--- src/rtl/partition_fit_allocator_macros.svh ---
// Assertion macros for the partition fit allocator.
// Included by files that check their own behavior; no other dependencies.
`ifndef PARTITION_FIT_ALLOCATOR_MACROS_SVH
`define PARTITION_FIT_ALLOCATOR_MACROS_SVH

`ifndef SYNTHESIS

`define PFA_ASSERT_IMPLY(label, clk, rst_n, ante, cons) \
    label: assert property (@(posedge clk) disable iff (!rst_n) (ante) |-> (cons)) \
        else $error("pfa check failed");

`define PFA_ASSERT_NEXT(label, clk, rst_n, ante, cons) \
    label: assert property (@(posedge clk) disable iff (!rst_n) (ante) |=> (cons)) \
        else $error("pfa check failed");

`else

`define PFA_ASSERT_IMPLY(label, clk, rst_n, ante, cons)

`define PFA_ASSERT_NEXT(label, clk, rst_n, ante, cons)

`endif

`endif

--- src/rtl/pfa_pkg.sv ---
// Shared types and constants for the partition fit allocator.
// No dependencies; used by the controller, datapath and top level.
package pfa_pkg;

    localparam int NUM_BLOCKS_DEF = 16;
    localparam int SIZE_WIDTH_DEF = 16;

    localparam logic       MODE_LOAD    = 1'b0;
    localparam logic       MODE_REQUEST = 1'b1;

    localparam logic [1:0] STRAT_FIRST = 2'd0;
    localparam logic [1:0] STRAT_NEXT  = 2'd1;
    localparam logic [1:0] STRAT_BEST  = 2'd2;
    localparam logic [1:0] STRAT_WORST = 2'd3;

    localparam logic [1:0] CFG_STRATEGY    = 2'd0;
    localparam logic [1:0] CFG_BLOCK_COUNT = 2'd1;

    localparam logic [4:0] BLOCK_COUNT_RST = 5'd16;

    typedef struct packed {
        logic        mode;
        logic [3:0]  block_index;
        logic [15:0] amount;
    } pfa_in_t;

    typedef struct packed {
        logic        granted;
        logic [3:0]  block_number;
        logic [15:0] remaining;
    } pfa_out_t;

    typedef struct packed {
        logic accept;
        logic load;
        logic issue;
        logic commit;
    } pfa_cmd_t;

    typedef struct packed {
        logic req_mode;
        logic n_zero;
        logic scan_last;
    } pfa_stat_t;

endpackage

--- src/rtl/pfa_ctrl.sv ---
// Sequencer for the partition fit allocator: accepts items, runs the scan.
// Depends on pfa_pkg for the command and status structs.
module pfa_ctrl (
    input  logic              clk,
    input  logic              rst_n,
    input  logic              start,
    output logic              busy,
    input  pfa_pkg::pfa_stat_t stat,
    output pfa_pkg::pfa_cmd_t  cmd
);
    import pfa_pkg::*;

    typedef enum logic [2:0] {
        ST_IDLE,
        ST_LOAD,
        ST_SCAN,
        ST_DRAIN,
        ST_COMMIT
    } state_t;

    state_t state_reg;
    state_t state_next;

    always_comb
    begin
        state_next = state_reg;
        case (state_reg)
            ST_IDLE:
            begin
                if (start)
                begin
                    if (stat.req_mode == MODE_LOAD)
                        state_next = ST_LOAD;
                    else if (stat.n_zero)
                        state_next = ST_COMMIT;
                    else
                        state_next = ST_SCAN;
                end
            end
            ST_LOAD:   state_next = ST_IDLE;
            ST_SCAN:
            begin
                if (stat.scan_last)
                    state_next = ST_DRAIN;
            end
            ST_DRAIN:  state_next = ST_COMMIT;
            ST_COMMIT: state_next = ST_IDLE;
            default:   state_next = ST_IDLE;
        endcase
    end

    always_ff @(posedge clk or negedge rst_n)
    begin
        if (!rst_n)
            state_reg <= ST_IDLE;
        else
            state_reg <= state_next;
    end

    assign busy       = (state_reg != ST_IDLE);
    assign cmd.accept = start && (state_reg == ST_IDLE);
    assign cmd.load   = (state_reg == ST_LOAD);
    assign cmd.issue  = (state_reg == ST_SCAN);
    assign cmd.commit = (state_reg == ST_COMMIT);

endmodule

--- src/rtl/pfa_datapath.sv ---
// Datapath of the partition fit allocator: block table, scan, fit selection.
// Depends on pfa_pkg; driven by pfa_ctrl through command and status structs.
module pfa_datapath #(
    parameter int NUM_BLOCKS = pfa_pkg::NUM_BLOCKS_DEF,
    parameter int SIZE_WIDTH = pfa_pkg::SIZE_WIDTH_DEF
) (
    input  logic               clk,
    input  logic               rst_n,
    input  pfa_pkg::pfa_in_t   item,
    input  logic               cfg_valid,
    input  logic [1:0]         cfg_index,
    input  logic [4:0]         cfg_data,
    input  pfa_pkg::pfa_cmd_t  cmd,
    output pfa_pkg::pfa_stat_t stat,
    output logic               done,
    output pfa_pkg::pfa_out_t  result
);
    import pfa_pkg::*;

    localparam int IW = (NUM_BLOCKS > 1) ? $clog2(NUM_BLOCKS) : 1;
    localparam int CW = $clog2(NUM_BLOCKS + 1);
    localparam int NW = (CW > 5) ? CW : 5;
    localparam int XW = (SIZE_WIDTH > 16) ? SIZE_WIDTH : 16;
    localparam logic [XW-1:0] SIZE_MAX_X = XW'((33'(1) << SIZE_WIDTH) - 33'(1));

    logic [SIZE_WIDTH-1:0] mem [NUM_BLOCKS];

    logic [1:0]            strat_reg;
    logic [4:0]            bc_reg;
    logic [IW-1:0]         np_reg;
    logic [3:0]            idx_reg;
    logic [XW-1:0]         amt_reg;
    logic [CW-1:0]         k_reg;
    logic [IW-1:0]         j_reg;
    logic [SIZE_WIDTH-1:0] rd_data_reg;
    logic [IW-1:0]         rd_tag_reg;
    logic                  rd_vld_reg;
    logic                  found_reg;
    logic [IW-1:0]         pick_reg;
    logic [SIZE_WIDTH-1:0] best_reg;
    logic                  done_reg;
    pfa_out_t              res_reg;

    logic [NW-1:0]         bc_x;
    logic [CW-1:0]         n_eff;
    logic [IW-1:0]         start_pos;
    logic [IW-1:0]         j_next;
    logic                  idx_ok;
    logic [SIZE_WIDTH-1:0] ld_val;
    logic                  fits;
    logic                  take;
    logic [SIZE_WIDTH-1:0] new_rem;
    logic                  wr_en;
    logic [IW-1:0]         wr_addr;
    logic [SIZE_WIDTH-1:0] wr_data;

    always_comb
    begin
        bc_x      = NW'(bc_reg);
        n_eff     = (bc_x > NW'(NUM_BLOCKS)) ? CW'(NUM_BLOCKS) : CW'(bc_x);
        start_pos = ((strat_reg == STRAT_NEXT) && (CW'(np_reg) < n_eff)) ? np_reg : '0;
        j_next    = ((CW'(j_reg) + CW'(1)) == n_eff) ? '0 : j_reg + IW'(1);
        idx_ok    = (32'(idx_reg) < NUM_BLOCKS);
        ld_val    = (amt_reg > SIZE_MAX_X) ? SIZE_WIDTH'(SIZE_MAX_X)
                                           : SIZE_WIDTH'(amt_reg);
        fits      = (XW'(rd_data_reg) >= amt_reg);
        take      = rd_vld_reg && fits &&
                    (!found_reg ||
                     ((strat_reg == STRAT_BEST) && (rd_data_reg < best_reg)) ||
                     ((strat_reg == STRAT_WORST) && (rd_data_reg > best_reg)));
        new_rem   = SIZE_WIDTH'(XW'(best_reg) - amt_reg);
        wr_en     = (cmd.load && idx_ok) || (cmd.commit && found_reg);
        wr_addr   = cmd.load ? IW'(idx_reg) : pick_reg;
        wr_data   = cmd.load ? ld_val : new_rem;
    end

    assign stat.req_mode  = item.mode;
    assign stat.n_zero    = (n_eff == '0);
    assign stat.scan_last = (k_reg == (n_eff - CW'(1)));

    always_ff @(posedge clk)
    begin
        if (wr_en)
            mem[wr_addr] <= wr_data;
        rd_data_reg <= mem[j_reg];
        rd_tag_reg  <= j_reg;
    end

    always_ff @(posedge clk or negedge rst_n)
    begin
        if (!rst_n)
        begin
            strat_reg <= STRAT_FIRST;
            bc_reg    <= BLOCK_COUNT_RST;
        end
        else if (cfg_valid)
        begin
            case (cfg_index)
                CFG_STRATEGY:    strat_reg <= cfg_data[1:0];
                CFG_BLOCK_COUNT: bc_reg    <= cfg_data;
                default:         ;
            endcase
        end
    end

    always_ff @(posedge clk or negedge rst_n)
    begin
        if (!rst_n)
        begin
            np_reg     <= '0;
            rd_vld_reg <= 1'b0;
            found_reg  <= 1'b0;
            done_reg   <= 1'b0;
        end
        else
        begin
            rd_vld_reg <= cmd.issue;
            done_reg   <= cmd.load || cmd.commit;
            if (cmd.accept)
                found_reg <= 1'b0;
            else if (take)
                found_reg <= 1'b1;
            if (cmd.load && idx_ok)
                np_reg <= '0;
            else if (cmd.commit && found_reg && (strat_reg == STRAT_NEXT))
                np_reg <= pick_reg;
        end
    end

    always_ff @(posedge clk)
    begin
        if (cmd.accept)
        begin
            idx_reg <= item.block_index;
            amt_reg <= XW'(item.amount);
            k_reg   <= '0;
            j_reg   <= start_pos;
        end
        else if (cmd.issue)
        begin
            k_reg <= k_reg + CW'(1);
            j_reg <= j_next;
        end
        if (take)
        begin
            pick_reg <= rd_tag_reg;
            best_reg <= rd_data_reg;
        end
        if (cmd.load)
        begin
            res_reg.granted      <= idx_ok;
            res_reg.block_number <= idx_ok ? idx_reg : 4'd0;
            res_reg.remaining    <= idx_ok ? 16'(ld_val) : 16'd0;
        end
        else if (cmd.commit)
        begin
            res_reg.granted      <= found_reg;
            res_reg.block_number <= found_reg ? 4'(pick_reg) : 4'd0;
            res_reg.remaining    <= found_reg ? 16'(new_rem) : 16'd0;
        end
    end

    assign done   = done_reg;
    assign result = res_reg;

endmodule

--- src/rtl/partition_fit_allocator.sv ---
// Top level of the partition fit allocator: controller plus datapath.
// Depends on pfa_pkg, pfa_ctrl, pfa_datapath and the assertion macro header.
//
//   channel   handshake              payload
//   item      start / busy           item   (pfa_in_t)
//   result    done (one cycle)       result (pfa_out_t)
//   config    cfg_valid / cfg_ready  cfg_index, cfg_data
//
// A load item passes through the load state; its done strobe is registered from it.
// A request scans n blocks, n = active block count: the block table has one
// read port, so the scan reads one stored size per cycle, then a drain and a commit.
// A request with no blocks in use skips the scan and is refused at commit.
// The next item is taken in the cycle the strobe is shown; results cannot stall.
// Reset clears control and strategy and sets the block count to 16; the block table is not cleared.
`include "partition_fit_allocator_macros.svh"

module partition_fit_allocator #(
    parameter int NUM_BLOCKS = pfa_pkg::NUM_BLOCKS_DEF,
    parameter int SIZE_WIDTH = pfa_pkg::SIZE_WIDTH_DEF
) (
    input  logic              clk,
    input  logic              rst_n,
    input  logic              start,
    output logic              busy,
    input  pfa_pkg::pfa_in_t  item,
    output logic              done,
    output pfa_pkg::pfa_out_t result,
    input  logic              cfg_valid,
    output logic              cfg_ready,
    input  logic [1:0]        cfg_index,
    input  logic [4:0]        cfg_data
);
    import pfa_pkg::*;

    pfa_cmd_t  cmd;
    pfa_stat_t stat;

    assign cfg_ready = 1'b1;

    pfa_ctrl u_ctrl (
        .clk   (clk),
        .rst_n (rst_n),
        .start (start),
        .busy  (busy),
        .stat  (stat),
        .cmd   (cmd)
    );

    pfa_datapath #(
        .NUM_BLOCKS (NUM_BLOCKS),
        .SIZE_WIDTH (SIZE_WIDTH)
    ) u_datapath (
        .clk       (clk),
        .rst_n     (rst_n),
        .item      (item),
        .cfg_valid (cfg_valid && cfg_ready),
        .cfg_index (cfg_index),
        .cfg_data  (cfg_data),
        .cmd       (cmd),
        .stat      (stat),
        .done      (done),
        .result    (result)
    );

    `PFA_ASSERT_NEXT(a_accept_busy, clk, rst_n, start && !busy, busy)
    `PFA_ASSERT_IMPLY(a_done_idle, clk, rst_n, done, !busy)
    `PFA_ASSERT_IMPLY(a_fall_done, clk, rst_n, $fell(busy), done)
    `PFA_ASSERT_IMPLY(a_refuse_zero, clk, rst_n, done && !result.granted,
                      (result.block_number == 4'd0) && (result.remaining == 16'd0))

endmodule
--- config.mk ---
export PLATFORM = sky130hd
export DESIGN_NAME = partition_fit_allocator
export DESIGN_NICKNAME = d
export VERILOG_FILES = /design/src/rtl/pfa_pkg.sv /design/src/rtl/pfa_ctrl.sv /design/src/rtl/pfa_datapath.sv /design/src/rtl/partition_fit_allocator.sv
export VERILOG_INCLUDE_DIRS = /design/src /design/src/rtl
export SDC_FILE = /design/constraint.sdc
export NUM_CORES = 1
export LEC_CHECK = 0
export BUFFER_PORTS_ARGS = -buffer_cell sky130_fd_sc_hd__buf_2
export CORE_MARGIN = 2
export CORE_UTILIZATION = 56
export CTS_BUF_LIST = sky130_fd_sc_hd__clkbuf_4 sky130_fd_sc_hd__clkbuf_8 sky130_fd_sc_hd__clkbuf_16
export CTS_CLUSTER_SIZE = 28
export DETAILED_ROUTE_END_ITERATION = 16
export PLACE_DENSITY = 0.86
export SLEW_MARGIN = 20
export SYNTH_ARGS = -nofsm -noshare
export SYNTH_HDL_FRONTEND = slang
export SYNTH_HIERARCHICAL = 1
export SYNTH_SLANG_ARGS = --single-unit
export TNS_END_PERCENT = 20
--- constraint.sdc ---
create_clock -name clk -period 3.25 [get_ports clk]
set_clock_uncertainty 0.05 [all_clocks]
set_input_delay 0.325 -clock clk [delete_from_list [all_inputs] [get_ports clk]]
set_output_delay 0.325 -clock clk [all_outputs]
set_load 0.02 [all_outputs]
# Word-level counts from Yosys, hierarchy flattened
# Memory sizes are Yosys's and may differ from the RTL's. A register that Yosys moved wholly into a read port is not among the register bits.
# Index checks and enable logic that the tools add are counted.
# Widths: inputs -> output; s select.
# op_classes
add_sub_neg	5
n_lt_le_gt_ge	6
n_eq_ne	12
n_mux	23
n_reduce_logical	24
# ops
op	count
$mux 16	3
$mux 20	2
$mux 4	8
$ge 16x16->1	1
$gt 16x16->1	1
$gt 16x16->1 const B	1
$lt 16x16->1	1
$sub 16x16->16	1
$mux 3	4
$eq 5x5->1	2
$pmux 3 s3	1
$logic_and 1x1->1	8
$reduce_bool 2->1	4
$eq 3x2->1 const B	2
$reduce_and 2->1	3
$add 4x1->5 const B	1
$add 5x1->5 const B	1
$gt 5x5->1 const B	1
$logic_not 5->1	1
$lt 4x5->1	1
$mux 5	1
$sub 5x1->5 const B	1
$add 4x1->4 const B	1
$eq 2x1->1 const B	2
other kinds (10)	18
# totals
reg_bits	91
ram_bits	256
out_inout_bits	24
word_cells	88
memories	1
# mem_list
memory	words	width	rd	rd_clocked_by_memory_dff	write_ports	line	rtl
u_datapath.mem	16	16	1	1	1	pfa_datapath.sv:26	logic [SIZE_WIDTH-1:0] mem [NUM_BLOCKS];

# Logic depth before layout (Yosys ltp)
# depth
depth_word	7
ltp_mapped	11

# Modules after synthesis
# Netlist, hierarchy kept.
# by_module_without_submodules
mod	instances	cells_each	area_per_inst_um2	seq_area_each_um2
pfa_datapath	1	866	15059.4	10481.3
pfa_ctrl	1	19	172.7	75.1
partition_fit_allocator	1	2	11.3	0.0

# Least setup slack after synthesis
# OpenSTA, ideal clock, no wires.
# synth_path
path_kind	register to register
from	register u_datapath.best_reg[7]
to	register u_datapath.best_reg[0], enable pin
setup_time_ns	0.425
t_arrival_ns	3.036
t_required_ns	2.775
slack_ns	-0.261
stages_incl_launch_ff	10
path_buffers	0
synth_period_minus_slack_ns	3.511
cell_sequence	edfxtp_1 -> inv_1 -> ha_1 -> a21oi_1 -> o21ai_0 -> a221o_1 -> a31oi_1 -> o21ai_0 -> xor2_1 -> o21ai_0
# synth_via
elab_chain_cells	5
word_cells_on_any_way	7
cone_classes	2 x order compare; 5 x reduce/logical
# synth_rtl
item	line	rtl
from (decl)	pfa_datapath.sv:40	logic [SIZE_WIDTH-1:0] best_reg;
from (signal assigned)	pfa_datapath.sv:147	best_reg <= rd_data_reg;
$lt 16x16->1	pfa_datapath.sv:69	((strat_reg == STRAT_BEST) && (rd_data_reg < best_reg)) ||
$logic_and 1x1->1	pfa_datapath.sv:69	
$logic_or 1x1->1	pfa_datapath.sv:68	(!found_reg ||
$logic_or 1x1->1 (*)	pfa_datapath.sv:69	
$logic_and 1x1->1 (*)	pfa_datapath.sv:67	take = rd_vld_reg && fits &&
named net u_datapath.take	pfa_datapath.sv:51	logic take;
# The timed path passes the listed nets; every way through them passes the cells marked *.
# A chain may end at the register's enable or synchronous reset.

# Worst setup path in the final report
# layout_path
from	register u_datapath.amt_reg[2]
to	memory u_datapath/mem[9][15] (netlist bit), data pin
# layout_via
elab_chain_cells	3
word_cells_on_any_way	4
cone_classes	1 x add/sub; 1 x order compare; 2 x mux
# layout_rtl
item	line	rtl
from (decl)	pfa_datapath.sv:32	logic [XW-1:0] amt_reg;
from (signal assigned)	pfa_datapath.sv:135	amt_reg <= XW'(item.amount);
$gt 16x16->1	pfa_datapath.sv:64	ld_val = (amt_reg > SIZE_MAX_X) ? SIZE_WIDTH'(SIZE_MAX_X)
$mux 16	pfa_datapath.sv:64	
$mux 16 (*)	pfa_datapath.sv:74	wr_data = cmd.load ? ld_val : new_rem;
named net u_datapath.wr_data[15]	pfa_datapath.sv:55	logic [SIZE_WIDTH-1:0] wr_data;
to (decl)	pfa_datapath.sv:26	
# Marks and branches as above.

==> metrics.md <==
| Metric | Value |
|---|---|
| Dpl hpwl | 20.71 mm |
| Gate Count Post-Synth | 887 |
| Cell area power density | 1024 nW/um^2 |
| Cell leakage power | 0.006311 uW |
| Largest family of logic cells by synthesized area | multiplexers |
| Grt ovf | 0 |
| Post-CTS Setup Inserts | 0 |
| First-pass GRT wire length | 54.28 mm |
| Antenna violations before repair | 0 |
| MaxCap Viol Count | 0 |
| Largest net degree at the start of global routing | 66 |
| Worst vdd ir | 542.3 uV |
| Worst slack, placed | -233.1 ps |
| Starting Density | 56.72% |
| Post-DRT Antenna Nets | 0 |
| Global Route Usage Sum | 26.07% |
| CTS tree | yes |
| XOR/XNOR share of the synthesized area | 1.781% |
| Vias/cell | 6.280 |
| Critical Path RT | 3420 ps |
| Critical path arrival | 3240 ps |
| CP startpoint kind | flop |
| Most common cell after layout, fill and taps aside | edfxtp_1 |
| Nets | 1105 |
| Commonest non-fill, non-tap cells in the layout | edfxtp_1, mux4_2, buf_2 |
| Share of cells above drive strength 1 | 25.72% |
| Crit path max fanout | 16 |
| Clk_lat worst skew | 540 ps |
| Synth cell types | 63 |
| Mean Syn Cell Area | 17.19 um^2 |
| Synth Area in Simple Gates | 4.785% |
| Highest clock rate | 324.8 MHz |
| Pre-antenna DRT Iters | 5 |
| Clk root buf | clkbuf_16 |
| Filler Cell Count | 1678 |
| Setup TNS Final | 0 ps |
| Final worst slack | 171.0 ps |
| Clk buf depth | 3 |
| Compound-cell area share of the yosys netlist | 4.670% |
| I/O Buffers | 54 |
| Fin Hold WS | 16.95 ps |
| DR iter-0 viols | 998 |
| Synthesized flop and latch total | 363 |
| Final hold violations | 0 |
| Final Max Tran Viols | 0 |
| CTS Buf Count | 36 |
| Die Y | 169.0 um |
| Ports | 56 |
| RSZ-0062 raised after global routing | false |
| Sequential cell area | 10560 um^2 |
| CP max stage cell | xnor2_2 |
| Final period util | 94.74% |
| Post-synthesis instance area | 15240 um^2 |
| Rows | 60 |
| # DRC | 0 |
| CP Class | flop to flop |
| Mux cell area share after synthesis | 12.97% |
| Number of flip-flops in the largest register | 256 |
| Critical Path End Type | flop |
| Slew @ Worst Pin | 1031 ps |
| Post-layout min period | 3079 ps |
| Number of global-route vias before repair | 8953 |
| Hold Path Class | input pin to flop |
| Post-synth EDFFs | 320 |
| Multi-input gate area | 4415 um^2 |
| Crit path largest cell delay | 650 ps |
| H-tree levels | 2 |
| Core area | 26880 um^2 |
| Status | finished clean |
| DR vias | 8716 |
| Seq/Total Area, Yosys | 69.25% |
| FFs w/ async S/R, synth | 4.683% |
| Adder-Cell Fraction of Synth Area | 4.482% |
| Die footprint | 28560 um^2 |
| Yosys warns | 6 |
| Total routed wirelength | 36.00 mm |
| Setup violators final | 0 |
| Max-Slew Margin vs Limit | 30.71% |
| Clock Pin Slew Worst Setup and Hold Paths | 60 ps |
| Biggest register | u_datapath/mem |
| Post-Synthesis Net Count | 973 |
| Crit path cell chain | inv_1 > ha_1 > o211ai_1 > a21oi_1 > o221a_4 > nand3_1 > a211o_1 > mux2i_1 > xnor2_2 |
| GPL Wtd Cong | 0.9045 |
| Area growth syn-to-layout | 16.29% |
| Predominant post-synthesis flop cell | edfxtp_1 |
| # clock sinks | 363 |
| Die Wd | 169.0 um |
| DR WL/cell | 25.94 um |
## what timing repair did
item | 4_1_cts | 5_1_grt
setup endpoints to repair | 32 | 32
hold buffers | 26 | 0
hold endpoints to repair | 44 | 0
resized for setup | 2 | 2
pin swaps | 0 | 0
## final cells by class
cell class	instances	area share, %
Sequential cell	363	59.55
Multi-Input combinational cell	446	24.91
Clock buffer	50	5.816
Timing Repair Buffer	125	5.110
Tap cell	341	2.407
Clock inverter	15	1.200
Inverter	47	0.9952
Antenna cell	1	0.01412
## path summary, 6_finish.rpt
| check | from | end | slack [ps] | cells past startpoint |
|---|---|---|---|---|
| setup / recovery | u_datapath/amt_reg[2] | u_datapath/mem[9][15] | 170 | 9 |
| hold / removal | item[20] | u_ctrl/state_reg[2] | 20 | 3 |
| setup reg to reg | u_datapath/amt_reg[2] | u_datapath/mem[9][15] | 170 | 9 |
| hold reg to reg | u_datapath/rd_tag_reg[2] | u_datapath/pick_reg[2] | 350 | 0 |
| max in group asynchronous | rst_n | u_datapath/bc_reg[4] | 2610 | 2 |
| min in group asynchronous | rst_n | u_datapath/bc_reg[2] | 220 | 2 |
## synthesized netlist by cell type, types with 3 or more instances
library cell	count	area, um^2
o21bai_1	3	22.52
clkbuf_1	20	75.07
nand2b_1	11	68.82
nor3b_1	4	30.03
o21ai_0	34	170.2
a21o_1	4	30.03
a211oi_1	6	45.04
nor2_1	40	150.1
nand3_1	10	50.05
dfrtp_1	16	400.4
nor2b_1	14	87.58
ha_1	53	663.1
dfxtp_1	26	520.5
nand4_1	5	31.28
edfxtp_1	320	9609
nand2_1	46	172.7
a22o_1	4	35.03
xnor2_1	16	140.1
o22ai_1	8	50.05
xor2_1	15	131.4
buf_2	8	40.04
a31oi_1	3	18.77
mux2i_1	4	40.04
a21oi_1	27	135.1
mux2_2	12	135.1
mux4_2	80	1802
nor3_1	9	45.04
inv_1	46	172.7
## cells by family after synthesis
logic type,Yosys count
xor gates and xnor gates,31
muxes,96
adders and majority gates,54
other,1
DFF,363
AOI/OAI and AO/OA,112
buffers and inverters,78
and+or+nand+nor,152
## where the power goes
| group | leakage (uW) | total (uW) | internal (uW) | switching [uW] |
|---|---|---|---|---|
| Sequential | 0.00333 | 7420 | 6970 | 446 |
| Combinational | 0.00237 | 6440 | 2550 | 3890 |
| Clock | 0.000619 | 4300 | 2560 | 1740 |
| Total | 0.00631 | 18200 | 12100 | 6070 |
## critical path, delay by kind of cell, from the launching register on
family          cells  cell delay [ps]
fa+ha+maj           1              380
xor+xnor            1              650
mux                 1              200
flops               1              350
simple gates        1               80
compound gates      4              970
buf+inv             1               80
## through the flow
| stage | power, uW | utilization, % | instances | area, um^2 |
|---|---|---|---|---|
| 2_1_floorplan | 11530 | - | 887 | 15240 |
| 3_3_place_gp | 13360 | 60.25 | 1296 | 16190 |
| 3_5_place_dp | 13650 | 60.25 | 1296 | 16190 |
| 4_1_cts | 18070 | 65.89 | 1387 | 17710 |
| 5_1_grt | 18950 | 65.95 | 1387 | 17720 |
| 6_report | 18160 | 65.96 | 1388 | 17730 |
## per-layer routing
| metal | wire length [um] | share of wire [%] | vias to the layer above | GRT usage [%] |
|---|---|---|---|---|
| li1 | - | - | 3740 | - |
| met1 | 13780 | 38 | 4379 | 34.90 |
| met2 | 17750 | 49 | 483 | 43.32 |
| met3 | 2992 | 8.3 | 114 | 4.115 |
| met4 | 1472 | 4.1 | 0 | 10.78 |
| met5 | 0 | 0 | - | 0 |
Note: power is estimated with default switching activity, not from simulation.
